**src/rtl/usbsx_pkg.sv**
```systemverilog
// ----------------------------------------------------------------------------
// usbsx_pkg
// shared types and constants for the usb-midi sysex reassembler
// ----------------------------------------------------------------------------
package usbsx_pkg;

   // default depth of the payload store
   localparam int DEF_BUF_DEPTH = 32;

   // midi sysex framing bytes
   localparam logic [7:0] SX_START = 8'hF0;
   localparam logic [7:0] SX_END   = 8'hF7;

   // reset value of the header id register
   localparam logic [6:0] HDR_ID_RESET = 7'h7D;

   // usb-midi code indices that carry sysex
   localparam logic [3:0] CIN_SX_CONT = 4'h4;
   localparam logic [3:0] CIN_SX_END1 = 4'h5;
   localparam logic [3:0] CIN_SX_END2 = 4'h6;
   localparam logic [3:0] CIN_SX_END3 = 4'h7;

   // one usb-midi event packet
   typedef struct packed {
      logic [7:0] code_index;
      logic [7:0] first_byte;
      logic [7:0] second_byte;
      logic [7:0] third_byte;
   } req_type;

   // one payload byte of a finished message
   typedef struct packed {
      logic [7:0] payload_byte;
      logic [4:0] byte_position;
      logic [5:0] message_length;
      logic       last;
   } rsp_type;

   // controller to datapath
   typedef struct packed {
      logic load;       // latch a new packet
      logic step;       // apply the current byte (not a closing end)
      logic close;      // close the open message, rewind read pointer
      logic next_byte;  // move to the next carried byte
      logic rd_issue;   // read the store at the read pointer
      logic rd_next;    // advance the read pointer
   } cmd_type;

   // datapath to controller
   typedef struct packed {
      logic req_sysex;    // incoming packet carries sysex bytes
      logic end_hit;      // current byte closes an open message
      logic last_byte;    // current byte is the packet's last one
      logic last_result;  // result on show is the burst's final one
   } sts_type;

endpackage

```
**src/rtl/usbsx_dp.sv**
```systemverilog
// ----------------------------------------------------------------------------
// usbsx_dp
// packet latch, message state, payload store and result register
// ----------------------------------------------------------------------------
module usbsx_dp #(
   parameter int BUF_DEPTH = usbsx_pkg::DEF_BUF_DEPTH
) (
   input  logic               clock,
   input  logic               reset,
   input  usbsx_pkg::req_type req_data,
   output usbsx_pkg::rsp_type rsp_data,
   input  logic               csr_we,
   input  logic [6:0]         csr_data,
   input  usbsx_pkg::cmd_type cmd,
   output usbsx_pkg::sts_type sts
);
   import usbsx_pkg::*;

   localparam int AW = (BUF_DEPTH > 1) ? $clog2(BUF_DEPTH) : 1;
   localparam int CW = $clog2(BUF_DEPTH + 1);

   logic          in_msg_ff, in_msg_in;
   logic [CW-1:0] fill_ff, fill_in;
   logic [1:0]    idx_ff, idx_in;
   logic [1:0]    cnt_ff, cnt_in;
   logic [AW-1:0] rd_cnt_ff, rd_cnt_in;
   logic [6:0]    hdr_ff, hdr_in;
   logic [7:0]    b0_ff, b1_ff, b2_ff;
   logic [7:0]    rd_data_ff;
   logic [7:0]    mem [BUF_DEPTH];

   logic [1:0]    req_cnt;
   logic [7:0]    cur_byte;
   logic          is_hdr;
   logic          wr_en;

   // bytes carried per code index, zero for anything but sysex
   always_comb begin
      case (req_data.code_index[3:0])
         CIN_SX_END1: req_cnt = 2'd1;
         CIN_SX_END2: req_cnt = 2'd2;
         CIN_SX_CONT,
         CIN_SX_END3: req_cnt = 2'd3;
         default:     req_cnt = 2'd0;
      endcase
   end

   always_comb begin
      case (idx_ff)
         2'd0:    cur_byte = b0_ff;
         2'd1:    cur_byte = b1_ff;
         default: cur_byte = b2_ff;
      endcase
   end

   assign is_hdr = (fill_ff == '0) && (cur_byte == {1'b0, hdr_ff});
   assign wr_en  = cmd.step && in_msg_ff && (cur_byte != SX_START) &&
                   (cur_byte != SX_END) && !is_hdr && (fill_ff < CW'(BUF_DEPTH));

   assign sts.req_sysex   = (req_cnt != 2'd0);
   assign sts.end_hit     = in_msg_ff && (cur_byte == SX_END);
   assign sts.last_byte   = ((idx_ff + 2'd1) == cnt_ff);
   assign sts.last_result = (fill_ff == '0) || ((CW'(rd_cnt_ff) + CW'(1)) == fill_ff);

   always_comb begin
      in_msg_in = in_msg_ff;
      fill_in   = fill_ff;
      idx_in    = idx_ff;
      cnt_in    = cnt_ff;
      rd_cnt_in = rd_cnt_ff;
      hdr_in    = csr_we ? csr_data : hdr_ff;
      if (cmd.load) begin
         idx_in = 2'd0;
         cnt_in = req_cnt;
      end
      if (cmd.next_byte) begin
         idx_in = idx_ff + 2'd1;
      end
      if (cmd.step && (cur_byte == SX_START)) begin
         in_msg_in = 1'b1;
         fill_in   = '0;
      end else if (wr_en) begin
         fill_in = fill_ff + CW'(1);
      end
      if (cmd.close) begin
         in_msg_in = 1'b0;
         rd_cnt_in = '0;
      end
      if (cmd.rd_next) begin
         rd_cnt_in = rd_cnt_ff + AW'(1);
      end
   end

   always_ff @(posedge clock) begin
      if (reset) begin
         in_msg_ff <= 1'b0;
         fill_ff   <= '0;
         idx_ff    <= 2'd0;
         cnt_ff    <= 2'd0;
         rd_cnt_ff <= '0;
         hdr_ff    <= HDR_ID_RESET;
      end else begin
         in_msg_ff <= in_msg_in;
         fill_ff   <= fill_in;
         idx_ff    <= idx_in;
         cnt_ff    <= cnt_in;
         rd_cnt_ff <= rd_cnt_in;
         hdr_ff    <= hdr_in;
      end
   end

   // packet bytes, no reset needed
   always_ff @(posedge clock) begin
      if (cmd.load) begin
         b0_ff <= req_data.first_byte;
         b1_ff <= req_data.second_byte;
         b2_ff <= req_data.third_byte;
      end
   end

   // payload store, one write and one registered read port
   always_ff @(posedge clock) begin
      if (wr_en) begin
         mem[fill_ff[AW-1:0]] <= cur_byte;
      end
      if (cmd.rd_issue) begin
         rd_data_ff <= mem[rd_cnt_ff];
      end
   end

   // empty message shows zero in every field but last
   assign rsp_data.payload_byte   = (fill_ff == '0) ? 8'h00 : rd_data_ff;
   assign rsp_data.byte_position  = 5'(rd_cnt_ff);
   assign rsp_data.message_length = 6'(fill_ff);
   assign rsp_data.last           = sts.last_result;

endmodule

```
**src/rtl/usbsx_ctrl.sv**
```systemverilog
// ----------------------------------------------------------------------------
// usbsx_ctrl
// sequencer: packet accept, byte walk and burst drain
// ----------------------------------------------------------------------------
module usbsx_ctrl (
   input  logic               clock,
   input  logic               reset,
   input  logic               req_valid,
   output logic               req_stall,
   output logic               rsp_valid,
   input  logic               rsp_stall,
   input  usbsx_pkg::sts_type sts,
   output usbsx_pkg::cmd_type cmd
);
   import usbsx_pkg::*;

   typedef enum logic [3:0] {
      ST_IDLE = 4'b0001,
      ST_BYTE = 4'b0010,
      ST_READ = 4'b0100,
      ST_SHOW = 4'b1000
   } state_type;

   state_type state_ff, state_in;

   always_comb begin
      state_in  = state_ff;
      cmd       = '0;
      req_stall = 1'b1;
      rsp_valid = 1'b0;
      case (state_ff)
         ST_IDLE: begin
            req_stall = 1'b0;
            if (req_valid) begin
               cmd.load = 1'b1;
               if (sts.req_sysex) begin
                  state_in = ST_BYTE;
               end
            end
         end
         ST_BYTE: begin
            if (sts.end_hit) begin
               cmd.close = 1'b1;
               state_in  = ST_READ;
            end else begin
               cmd.step = 1'b1;
               if (sts.last_byte) begin
                  state_in = ST_IDLE;
               end else begin
                  cmd.next_byte = 1'b1;
               end
            end
         end
         ST_READ: begin
            cmd.rd_issue = 1'b1;
            state_in     = ST_SHOW;
         end
         ST_SHOW: begin
            rsp_valid = 1'b1;
            if (!rsp_stall) begin
               if (sts.last_result) begin
                  if (sts.last_byte) begin
                     state_in = ST_IDLE;
                  end else begin
                     cmd.next_byte = 1'b1;
                     state_in      = ST_BYTE;
                  end
               end else begin
                  cmd.rd_next = 1'b1;
                  state_in    = ST_READ;
               end
            end
         end
         default: begin
            state_in = ST_IDLE;
         end
      endcase
   end

   always_ff @(posedge clock) begin
      if (reset) begin
         state_ff <= ST_IDLE;
      end else begin
         state_ff <= state_in;
      end
   end

endmodule

```
**src/rtl/usb_midi_sysex_reassembler.sv**
```systemverilog
// ----------------------------------------------------------------------------
// usb_midi_sysex_reassembler
// rebuilds sysex messages from usb-midi event packets
// ----------------------------------------------------------------------------
// Takes one 4-byte usb-midi event packet per req word and walks its sysex
// bytes (code index 4 to 7, cable number ignored) one per cycle while no
// burst is draining. 0xF0 opens a message, 0xF7 closes it and the stored
// payload comes out as a burst of rsp words with last set on the final one;
// an empty message gives a single word of length zero. A header byte equal
// to the csr value while no payload is stored yet is dropped, and bytes past
// BUF_DEPTH are discarded. A packet is taken only while idle, and req_stall
// holds the next one until all its bytes are walked; each result word of a
// burst is read from the store and then shown, and is held while rsp_stall
// is high, as the store has a single registered read port. The store needs
// no clearing after reset. csr writes are always ready and
// must only be made while the block is idle.
// ----------------------------------------------------------------------------
module usb_midi_sysex_reassembler #(
   parameter int BUF_DEPTH = usbsx_pkg::DEF_BUF_DEPTH
) (
   input  logic               clock,
   input  logic               reset,
   // packet input
   input  logic               req_valid,
   output logic               req_stall,
   input  usbsx_pkg::req_type req_data,
   // result output
   output logic               rsp_valid,
   input  logic               rsp_stall,
   output usbsx_pkg::rsp_type rsp_data,
   // header id register write
   input  logic               csr_valid,
   output logic               csr_ready,
   input  logic [6:0]         csr_data
);
   import usbsx_pkg::*;

   cmd_type cmd;
   sts_type sts;

   // register write never waits
   assign csr_ready = 1'b1;

   // sequencer
   usbsx_ctrl u_ctrl (
      .clock     (clock),
      .reset     (reset),
      .req_valid (req_valid),
      .req_stall (req_stall),
      .rsp_valid (rsp_valid),
      .rsp_stall (rsp_stall),
      .sts       (sts),
      .cmd       (cmd)
   );

   // message state, payload store and result fields
   usbsx_dp #(
      .BUF_DEPTH (BUF_DEPTH)
   ) u_dp (
      .clock    (clock),
      .reset    (reset),
      .req_data (req_data),
      .rsp_data (rsp_data),
      .csr_we   (csr_valid & csr_ready),
      .csr_data (csr_data),
      .cmd      (cmd),
      .sts      (sts)
   );

endmodule

```
**config.mk**
```make
export PLATFORM = sky130hd
export DESIGN_NAME = usb_midi_sysex_reassembler
export DESIGN_NICKNAME = d
export VERILOG_FILES = /design/src/rtl/usbsx_pkg.sv /design/src/rtl/usbsx_dp.sv /design/src/rtl/usbsx_ctrl.sv /design/src/rtl/usb_midi_sysex_reassembler.sv
export SDC_FILE = /design/constraint.sdc
export NUM_CORES = 1
export LEC_CHECK = 0
export ABC_AREA = 1
export BUFFER_PORTS_ARGS = -buffer_cell sky130_fd_sc_hd__buf_2
export CAP_MARGIN = 0
export CORE_MARGIN = 3
export CORE_UTILIZATION = 45
export DETAILED_ROUTE_END_ITERATION = 8
export GPL_TIMING_DRIVEN = 0
export PLACE_DENSITY = 0.7
export REMOVE_ABC_BUFFERS = 1
export SYNTH_ARGS = -nofsm -noshare
export SYNTH_HDL_FRONTEND = slang
export SYNTH_HIERARCHICAL = 1
export SYNTH_SLANG_ARGS = --single-unit
export TNS_END_PERCENT = 20
```
**constraint.sdc**
```tcl
create_clock -name clock -period 3 [get_ports clock]
set_clock_uncertainty 0.1 [all_clocks]
set_input_delay 0.3 -clock clock [delete_from_list [all_inputs] [get_ports clock]]
set_output_delay 0.3 -clock clock [all_outputs]
set_load 0.05 [all_outputs]
```
* Word level (Yosys, flattened, before mapping)
Memory sizes are Yosys's and may differ from the RTL's. A register that Yosys moved wholly into a read port is not among the register bits.
Index checks and enable logic that the tools add are counted.
** Storage, ports and cells
- Flip-flop bits (word level) :: 51
- Bits in latches :: 0
- Bits in writable memories :: 256
- Memory bits (read-only) :: 0
- Output and inout bits :: 23
- Memories :: 1
** Cells by class
- Add/sub/neg operators :: 4
- $mul :: 0
- Div/mod/pow operators :: 0
- Order comparisons :: 1
- Equal/unequal tests :: 20
- Shift operators :: 0
- Muxes and demuxes :: 33
- Bitwise gates (word level) :: 0
- Reductions and logical operators :: 19
** Memory list
- u_dp.mem :: depth 32, bits a word 8, read ports 1, clocked after memory_dff 1, wr ports 1, RTL line usbsx_dp.sv:30 : logic [7:0] mem [BUF_DEPTH];
** Operators by type and width (number)
- 4-bit two-way mux :: 6
- 4-bit by 3-bit == test with 1-bit output, second input constant :: 5
- 8-bit == test, second input constant :: 2
- 1-bit two-way mux :: 16
- 8-bit != test, second input constant :: 2
- 4-bit one-hot mux with 4 select lines :: 1
- 8-bit one-hot mux with 2 select lines :: 1
- 5-bit two-way mux :: 2
- 8-bit by 7-bit == test with 1-bit output :: 1
- 1-bit logical AND :: 8
- 2-bit two-way mux :: 4
- 8-bit two-way mux :: 1
- 5-bit by 1-bit adder with 6-bit output, second input constant :: 1
- 6-bit by 1-bit adder with 6-bit output, second input constant :: 1
- 6-bit == test :: 1
- 6-bit logical NOT :: 1
- 6-bit < comparator, second input constant :: 1
- 2-bit != test, second input constant :: 3
- 2-bit one-hot mux with 3 select lines :: 1
- 2-bit nonzero test :: 3
- 2-bit OR reduction :: 3
- 5-bit by 1-bit adder with 5-bit output, second input constant :: 1
- 4-bit by 1-bit == test with 1-bit output, second input constant :: 1
- 4-bit by 2-bit == test with 1-bit output, second input constant :: 1
- 10 further kinds :: 10

* Depth between registers and ports, before layout
Gate-level depths: netlist of run 1.
- Depth after elaboration :: 13
- Gate-level depth with buffers :: 21

* Cells and area by module
The synthesis of run 1 kept the hierarchy.
** Modules (own cells, without submodules)
- usbsx_dp :: instances 1, cells an instance 1070, area each 12792.3 um^2, seq. area each 9108.7 um^2
- usbsx_ctrl :: instances 1, cells an instance 68, area each 414.1 um^2, seq. area each 80.1 um^2
- usb_midi_sysex_reassembler :: instances 1, cells an instance 2, area each 11.3 um^2, seq. area each 0.0 um^2

* Worst setup path after synthesis of run 1
OpenSTA, ideal clock, no wires.
- Path type :: reg2reg
- Start point :: reg u_dp.rd_cnt_ff[0]
- End point :: reg u_dp.idx_ff[0]
- Arrival time :: 3310 ps
- Required time :: 2783 ps
- Slack :: -528 ps
- Stages on the path, launching flop included :: 17
- Path buffers :: 4
- Path through :: dfxtp_1 -> clkbuf_2 -> buf_2 -> buf_2 -> nand4_1 -> nor2_1 -> xor2_1 -> o2111ai_1 -> o21ai_1 -> buf_4 -> inv_1 -> nor2_1 -> nand2_1 -> o21ai_1 -> nor2_1 -> nor2_1 -> nor2_1
** RTL lines
- start: declaration :: RTL line usbsx_dp.sv:26 : logic [AW-1:0] rd_cnt_ff, rd_cnt_in;
- start signal: assignment :: RTL line usbsx_dp.sv:107 : rd_cnt_ff <= rd_cnt_in;
- end signal: assignment :: RTL line usbsx_dp.sv:105 : idx_ff <= idx_in;
- end: declaration :: RTL line usbsx_dp.sv:24 : logic [1:0] idx_ff, idx_in;

==> metrics.md, run 1 <==
| Metric | Value |
|---|---|
| Status | `finished with violations` |
| Failing checks | `setup timing` |
| Cell taking the most area after synthesis | `edfxtp_1` |
| Core Area | `0.0289 mm^2` |
| Count of different cell masters after synthesis | `39` |
| Antenna cells | `0` |
| GR Util met3 | `5.22%` |
| Leak | `between 6 and 7 nW` |
| WL final | `38.9 mm` |
| Final setup viols | `between 80 and 90` |
| Global-route met1 utilization | `32.5%` |
| CP peak stage delay | `0.38 ns` |
| First-pass GRT wire length | `~56 mm` |
| Sequential area share after synthesis | `69.5%` |
| CP cell instances | `inv_2 > ha_4 > buf_8 > nand2_2 > nand3_4 > nand2_1 > nor2_2 > nand2_2 > nor2_4 > inv_2 > nand3_2 > inv_2 > and3_4 > nand2_2 > nor2_4 > nand2_4 > clkinv_8 > nand2_8 > nor2_4` |
| Fin crit share | `101%` |
| Cell count after synthesis | `roughly 1,100` |
| WL per Instance | `22.7 um` |
| CP arrival | `a little over 3 ns` |
| Placed Cells | `1,527` |
| Num rows | `62` |
| Sinks on the clock net | `315` |
| Post-DP HPWL | `17.5 mm` |
| Layout cells sized above 1 | `24.8%` |
| Fin. max-slew vios | `0` |
| Crit path required time | `3.08 ns` |
| Clock root buffer | `clkbuf_16` |
| Most frequent cells in the layout | `edfxtp_1 (288), nor2_1 (174), o21ai_0 (153)` |
| Die area | `between 0.03 and 0.04 mm^2` |
| Setup_tns | `-0.760 ns` |
| Largest net degree at the start of global routing | `92` |
| GRT busiest layer | `met2` |
| Fmax | `331 MHz` |
| DR iter-0 viols | `1,172` |
| Initial antenna violation count | `0` |
| Buf+Inv Stages, Crit Path | `5` |
| Crit-path slowest cell | `dfxtp_4` |
| Type of the most critical hold path | `in2reg` |
| Hold slack | `0.0483 ns` |
| Placed Area | `0.0138 mm^2` |
| GRT Util Overall | `23.7%` |
| Final net count | `1,355` |
| Crit path max fanout | `8` |
| Clock Path Buffers | `3` |
| Crit start category | `flip-flop` |
| Filler Cells Inserted | `2,195` |
| R2r setup slk | `-0.02 ns` |
| Die width | `177 um` |
| Met2 global-route usage | `37.4%` |
| Via density | `5.80` |
| Hold Violations, Final | `0` |
| Effective utilization at floorplan | `a little under half` |
| Drt pass-1 iters | `5` |
| Post-route design area | `0.0170 mm^2` |
| CTS H-tree depth | `2` |
| WS Path Type | `reg2reg` |
| Commonest non-fill, non-tap cell in the layout | `edfxtp_1` |
| Synth Register Bits | `between 300 and 400` |
| Warnings, synthesis | `6` |
| Maximum vdd ir drop | `0.000595 V` |
| Maxcap violations | `0` |
| Area growth, synth to finish | `28.8%` |
| GPL Wtd Cong | `between 0.7 and 0.8` |
| Slew headroom | `a little over half` |
| CP endpoint kind | `flip-flop` |
| Number of global-route vias before repair | `9,739` |
| CTS Buf Count | `34` |
| Pwr Density | `658 mW/mm^2` |
| Die height | `177 um` |
| Final worst slack | `-0.0207 ns` |
| Unrepaired setup endpoints after global routing | `yes` |
| Residual DRC | `0` |
| Via count | `around 9,900` |
| Total global routing overflow | `0` |
| Placement Setup Slack | `-1.65 ns` |
| IO Count | `67` |
| Area share of the largest cell type after synthesis | `around two thirds` |
| Post-DRT Antenna Nets | `0` |
| Cell Area, Synth | `approximately 0.013 mm^2` |
| Min cycle time layout | `3.02 ns` |
| Non-Filler Instances | `1,713` |
| Clk_lat worst skew | `0.51 ns` |
| CP top delay family | `simple AND/OR/NAND/NOR gates` |
| Top post-synthesis cells by area | `edfxtp_1 (65%), nor2_1 (6.0%), o21ai_0 (5.8%)` |
| CTS tree | `built` |
| Avg Cell Area, Syn | `~12 um^2` |
| Input/output buffers | `between 60 and 70` |
| Worst Tran Pin Value | `0.696 ns` |
| Clk pin slew, worst setup/hold paths | `0.06 ns` |
-- through the flow --
stage	util [%]	total power [mW]
finish	59.0	11.2
global route	59.0	11.6
CTS	58.0	11.0
detailed placement	48.0	6.71
global placement	47.5	6.65
floorplan	-	6.27
-- report_power, final --
part / internal [mW] / total, mW / leakage [nW] / switching (mW)
sequential: 5.33 / 5.43 / 2.82 / 0.0909
clock: 2.28 / 3.93 / 0.506 / 1.65
combinational: 0.540 / 1.85 / 2.75 / 1.31
total: 8.15 / 11.2 / 6.08 / 3.05
-- worst paths after layout --
path,start,endpoint,cells past startpoint
max reg2reg,u_dp/idx_ff[0]$_SDFFE_PP0P_,u_dp/mem[26][1]$_DFFE_PP_,19
min,rsp_stall,u_ctrl/state_ff[3]$_SDFFE_PP0P_,3
max,u_dp/idx_ff[0]$_SDFFE_PP0P_,u_dp/mem[26][1]$_DFFE_PP_,19
min reg2reg,u_dp/hdr_ff[4]$_SDFFE_PP1P_,u_dp/hdr_ff[4]$_SDFFE_PP1P_,2
-- flip-flops by register name, indices dropped and copies added (netlist names), 4 cells and up --
| signal | count |
|---|---|
| u_dp/rd_data_ff | 8 |
| u_dp/rd_cnt_ff | 5 |
| u_dp/mem | 256 |
| u_dp/b0_ff | 8 |
| u_dp/hdr_ff | 7 |
| u_dp/b1_ff | 8 |
| u_dp/b2_ff | 8 |
| u_dp/fill_ff | 6 |
| u_ctrl/state_ff | 4 |
-- final cells by class --
class                   instances  area [um^2]  area share [%]
repair buffers                183         1830            10.7
multi-input cells             704         4170            24.5
flip-flops and latches        315         9210            54.1
clock inverters                15          101           0.595
clock buffers                  46          937            5.50
inverters                      66          303            1.78
well taps                     384          480            2.82
-- cell usage after synthesis, drive strengths merged --
master   number
edfxtp      288
nor2        225
o21ai       161
nand2       149
inv          63
nand3        45
o221ai       42
clkbuf       40
dfxtp        27
buf          23
a21oi        22
o22ai        21
ha            7
xor2          6
clkinv        3
nand4         3
o21a          3
xnor2         3
nand3b        2
o211ai        2
a211oi        1
and3          1
conb          1
o2111ai       1
o31ai         1
-- cells by family (layout without fill, tap and decap cells) --
logic type                 Yosys count  in the layout  share of synthesized area, %
xor gates and xnor gates             9              9                         0.596
and+or+nand+nor                    425            433                          13.9
buffers and inverters              129            310                          4.08
DFF                                315            315                          69.5
other                                1              1                        0.0284
adders and majority gates            7              7                         0.663
AOI/OAI and AO/OA                  254            254                          11.2
-- per-layer routing --
metal  share of wire [%]  up-vias
met3                  11      105
met5                   0        -
li1                    -     4422
met1                  38     4787
met2                  47      613
met4                 3.8        0
-- tightest hold or removal path: stages --
cell and delay [ns]:
buf_2 0.14, nand2_4 0.10, a21oi_1 0.06
-- timing repair --
| item | in CTS | in global routing |
|---|---|---|
| hold buffers | 33 | 0 |
| endpoints found under the hold margin | 32 | 0 |
| setup endpoints to repair | 282 | 266 |
| cloned | 8 | 2 |
| setup buffers | 65 | 17 |
| gates resized for setup | 144 | 33 |
| pin swaps | 41 | 20 |
(Power assumes the default switching activity.)
==> run 2: changes to the inputs <==
- SETUP_SLACK_MARGIN: not set -> 0.1
==> run 2 against run 1 <==
The flow still finishes with violations (setup timing). Maximum frequency barely moved. Clock power about the same. Non-clock buffer count increased by 9. Global-route usage rose by 0.30 points. Total power is essentially flat. First-iteration DRC count rose by 1.6%. Largest power group unchanged. Hold slack better by 0.015 ns. Routed wire length is 0.59% lower. Register-to-register slack barely moved. Worst setup slack improved by 0.0019 ns.
==> metrics.md, run 2 (synthesized netlist as in run 1, its figures left out) <==
| Metric | Value |
|---|---|
| Min cycle time layout | `3.02 ns (about the same)` |
| Largest register FFs | `256 (unchanged)` |
| Type of the most critical hold path | `in2reg (unchanged)` |
| Die height | `177 um (unchanged)` |
| Num rows | `62 (unchanged)` |
| Effective utilization at floorplan | `45.8% (unchanged)` |
| Placement Setup Slack | `-1.65 ns (unchanged)` |
| WS Path Type | `reg2reg (unchanged)` |
| Post-DRT Antenna Nets | `0 (unchanged)` |
| Leak | `6.14 nW (was 6.08 nW)` |
| Sinks on the clock net | `315 (unchanged)` |
| IO Count | `67 (unchanged)` |
| Worst Tran Pin Value | `0.749 ns (was 0.696 ns)` |
| Total global routing overflow | `0 (unchanged)` |
| Final setup viols | `96 (was 89)` |
| CTS tree | `built (unchanged)` |
| Pwr Total | `11.2 mW (about the same)` |
| CTS Buf Count | `34 (unchanged)` |
| Final net count | `1,363 (was 1,355)` |
| Hold Violations, Final | `0 (unchanged)` |
| Slew headroom | `50.0% (was 53.5%)` |
| Pwr Density | `653 mW/mm^2 (was 658 mW/mm^2)` |
| Post-DP HPWL | `17.5 mm (unchanged)` |
| Die width | `177 um (unchanged)` |
| Crit path max fanout | `8 (unchanged)` |
| Layout cells sized above 1 | `25.6% (was 24.8%)` |
| DR iter-0 viols | `1,191 (was 1,172)` |
| Non-Filler Instances | `1,721 (was 1,713)` |
| Commonest non-fill, non-tap cell in the layout | `edfxtp_1 (unchanged)` |
| Fin crit share | `101% (about the same)` |
| First-pass GRT wire length | `56.9 mm (was 56.4 mm)` |
| Failing checks | `setup timing (unchanged)` |
| Clk pin slew, worst setup/hold paths | `0.06 ns (about the same)` |
| Clk_lat worst skew | `0.50 ns (was 0.51 ns)` |
| Maxcap violations | `0 (unchanged)` |
| Drt pass-1 iters | `5 (unchanged)` |
| WL per Instance | `22.5 um (was 22.7 um)` |
| GRT Util Overall | `24.0% (was 23.7%)` |
| CP arrival | `3.19 ns (was 3.10 ns)` |
| Residual DRC | `0 (unchanged)` |
| Clock root buffer | `clkbuf_16 (unchanged)` |
| Input/output buffers | `61 (unchanged)` |
| CTS H-tree depth | `2 (unchanged)` |
| Placed Cells | `1,527 (unchanged)` |
| Final worst slack | `-0.0187 ns (was -0.0207 ns)` |
| Most frequent cells in the layout | `edfxtp_1 (288), nor2_1 (175), o21ai_0 (153) (was edfxtp_1 (288), nor2_1 (174), o21ai_0 (153))` |
| Via count | `10,046 (was 9,927)` |
| Via density | `5.84 (was 5.80)` |
| Final core occ | `59.5% (was 59.0%)` |
| Unrepaired setup endpoints after global routing | `yes (unchanged)` |
| Fin. max-slew vios | `0 (unchanged)` |
| Maximum vdd ir drop | `0.000609 V (was 0.000595 V)` |
| Number of global-route vias before repair | `9,839 (was 9,739)` |
| Core Area | `0.0289 mm^2 (unchanged)` |
| WL final | `38.6 mm (was 38.9 mm)` |
| Area growth, synth to finish | `29.9% (was 28.8%)` |
| GPL Wtd Cong | `0.795 (unchanged)` |
| Initial antenna violation count | `0 (unchanged)` |
| Clock Path Buffers | `3 (unchanged)` |
| Fmax | `331 MHz (about the same)` |
| Die area | `0.0315 mm^2 (unchanged)` |
| Antenna cells | `0 (unchanged)` |
| Crit path required time | `3.18 ns (was 3.08 ns)` |
| CP endpoint kind | `flip-flop (unchanged)` |
| Largest net degree at the start of global routing | `82 (was 92)` |
| Status | `finished with violations (unchanged)` |
| Crit start category | `flip-flop (unchanged)` |
-- run 2: cell types whose count changed in the layout (fill, tap and decap cells not counted), moves of 3 or more --
cell,previous run,this run
buf_4,43,38
nand2_1,110,107
nand2_4,12,17
buf_6,9,23
-- run 2: stage by stage --
step           cell area, um^2  hold slack, ns  setup TNS, ns
5_1_grt                  17200          0.0736         -20.89
2_1_floorplan            12900           0.269        -155.31
3_5_place_dp             13800           0.368        -403.28
4_1_cts                  16900          0.0191              0
3_3_place_gp             13700           0.349        -490.09
6_report                 17200          0.0630         -0.541
-- run 2: worst paths after layout --
kind                                                   from                               to  slack [ns]  depth (start not counted)
worst max-delay path            u_dp/idx_ff[1]$_SDFFE_PP0P_        u_dp/mem[18][7]$_DFFE_PP_       -0.02                         21
worst min-delay path                              rsp_stall  u_ctrl/state_ff[3]$_SDFFE_PP0P_        0.06                          3
worst max register to register  u_dp/idx_ff[1]$_SDFFE_PP0P_        u_dp/mem[18][7]$_DFFE_PP_       -0.02                         21
worst min register to register  u_dp/hdr_ff[3]$_SDFFE_PP1P_      u_dp/hdr_ff[3]$_SDFFE_PP1P_        0.39                          2
-- run 2: final cells by class --
class	instances	area, um^2
tap	384	480
inverter	66	314
multi-input combinational	703	4170
clock inverter	15	101
sequential	315	9210
timing repair buffer	192	1960
fill	2172	11700
clock buffer	46	937
-- run 2: where the power goes --
part,switching (mW),internal [mW],total [mW]
registers,0.0895,5.34,5.43
clock network,1.65,2.28,3.93
logic,1.28,0.578,1.86
total,3.02,8.19,11.2
-- run 2: what timing repair did --
| action | CTS | global route |
|---|---|---|
| hold buffers | 33 | 0 |
| buffers inserted | 78 | 13 |
| gates resized for setup | 157 | 41 |
| endpoints found under the hold margin | 32 | 0 |
| pin swaps | 44 | 42 |
| cloned | 9 | 1 |
| endpoints found under the setup margin | 282 | 270 |
-- run 2: layer usage --
| layer | wire (um) | up-vias | GRT usage (%) |
|---|---|---|---|
| li1 | - | 4428 | - |
| met1 | 14700 | 4885 | 32.1 |
| met2 | 18000 | 628 | 36.9 |
| met3 | 4520 | 105 | 7.02 |
| met4 | 1490 | 0 | 10.0 |
| met5 | 0 | - | 0 |
-- run 2: worst max-delay path, stage by stage, from the launching register on --
cell	delay, ns
dfxtp_2	0.36
inv_4	0.05
ha_4	0.20
nor2_8	0.20
buf_6	0.17
nand2_8	0.06
nand2_8	0.08
nand2_2	0.06
nor2_2	0.11
nand2_1	0.10
nor2_2	0.17
inv_2	0.06
nand3_2	0.10
inv_2	0.05
and3_4	0.18
nand2_4	0.06
nor2_4	0.04
nand2_4	0.10
clkinv_8	0.11
nand2_8	0.18
nor2_4	0.07
buf_12	0.16
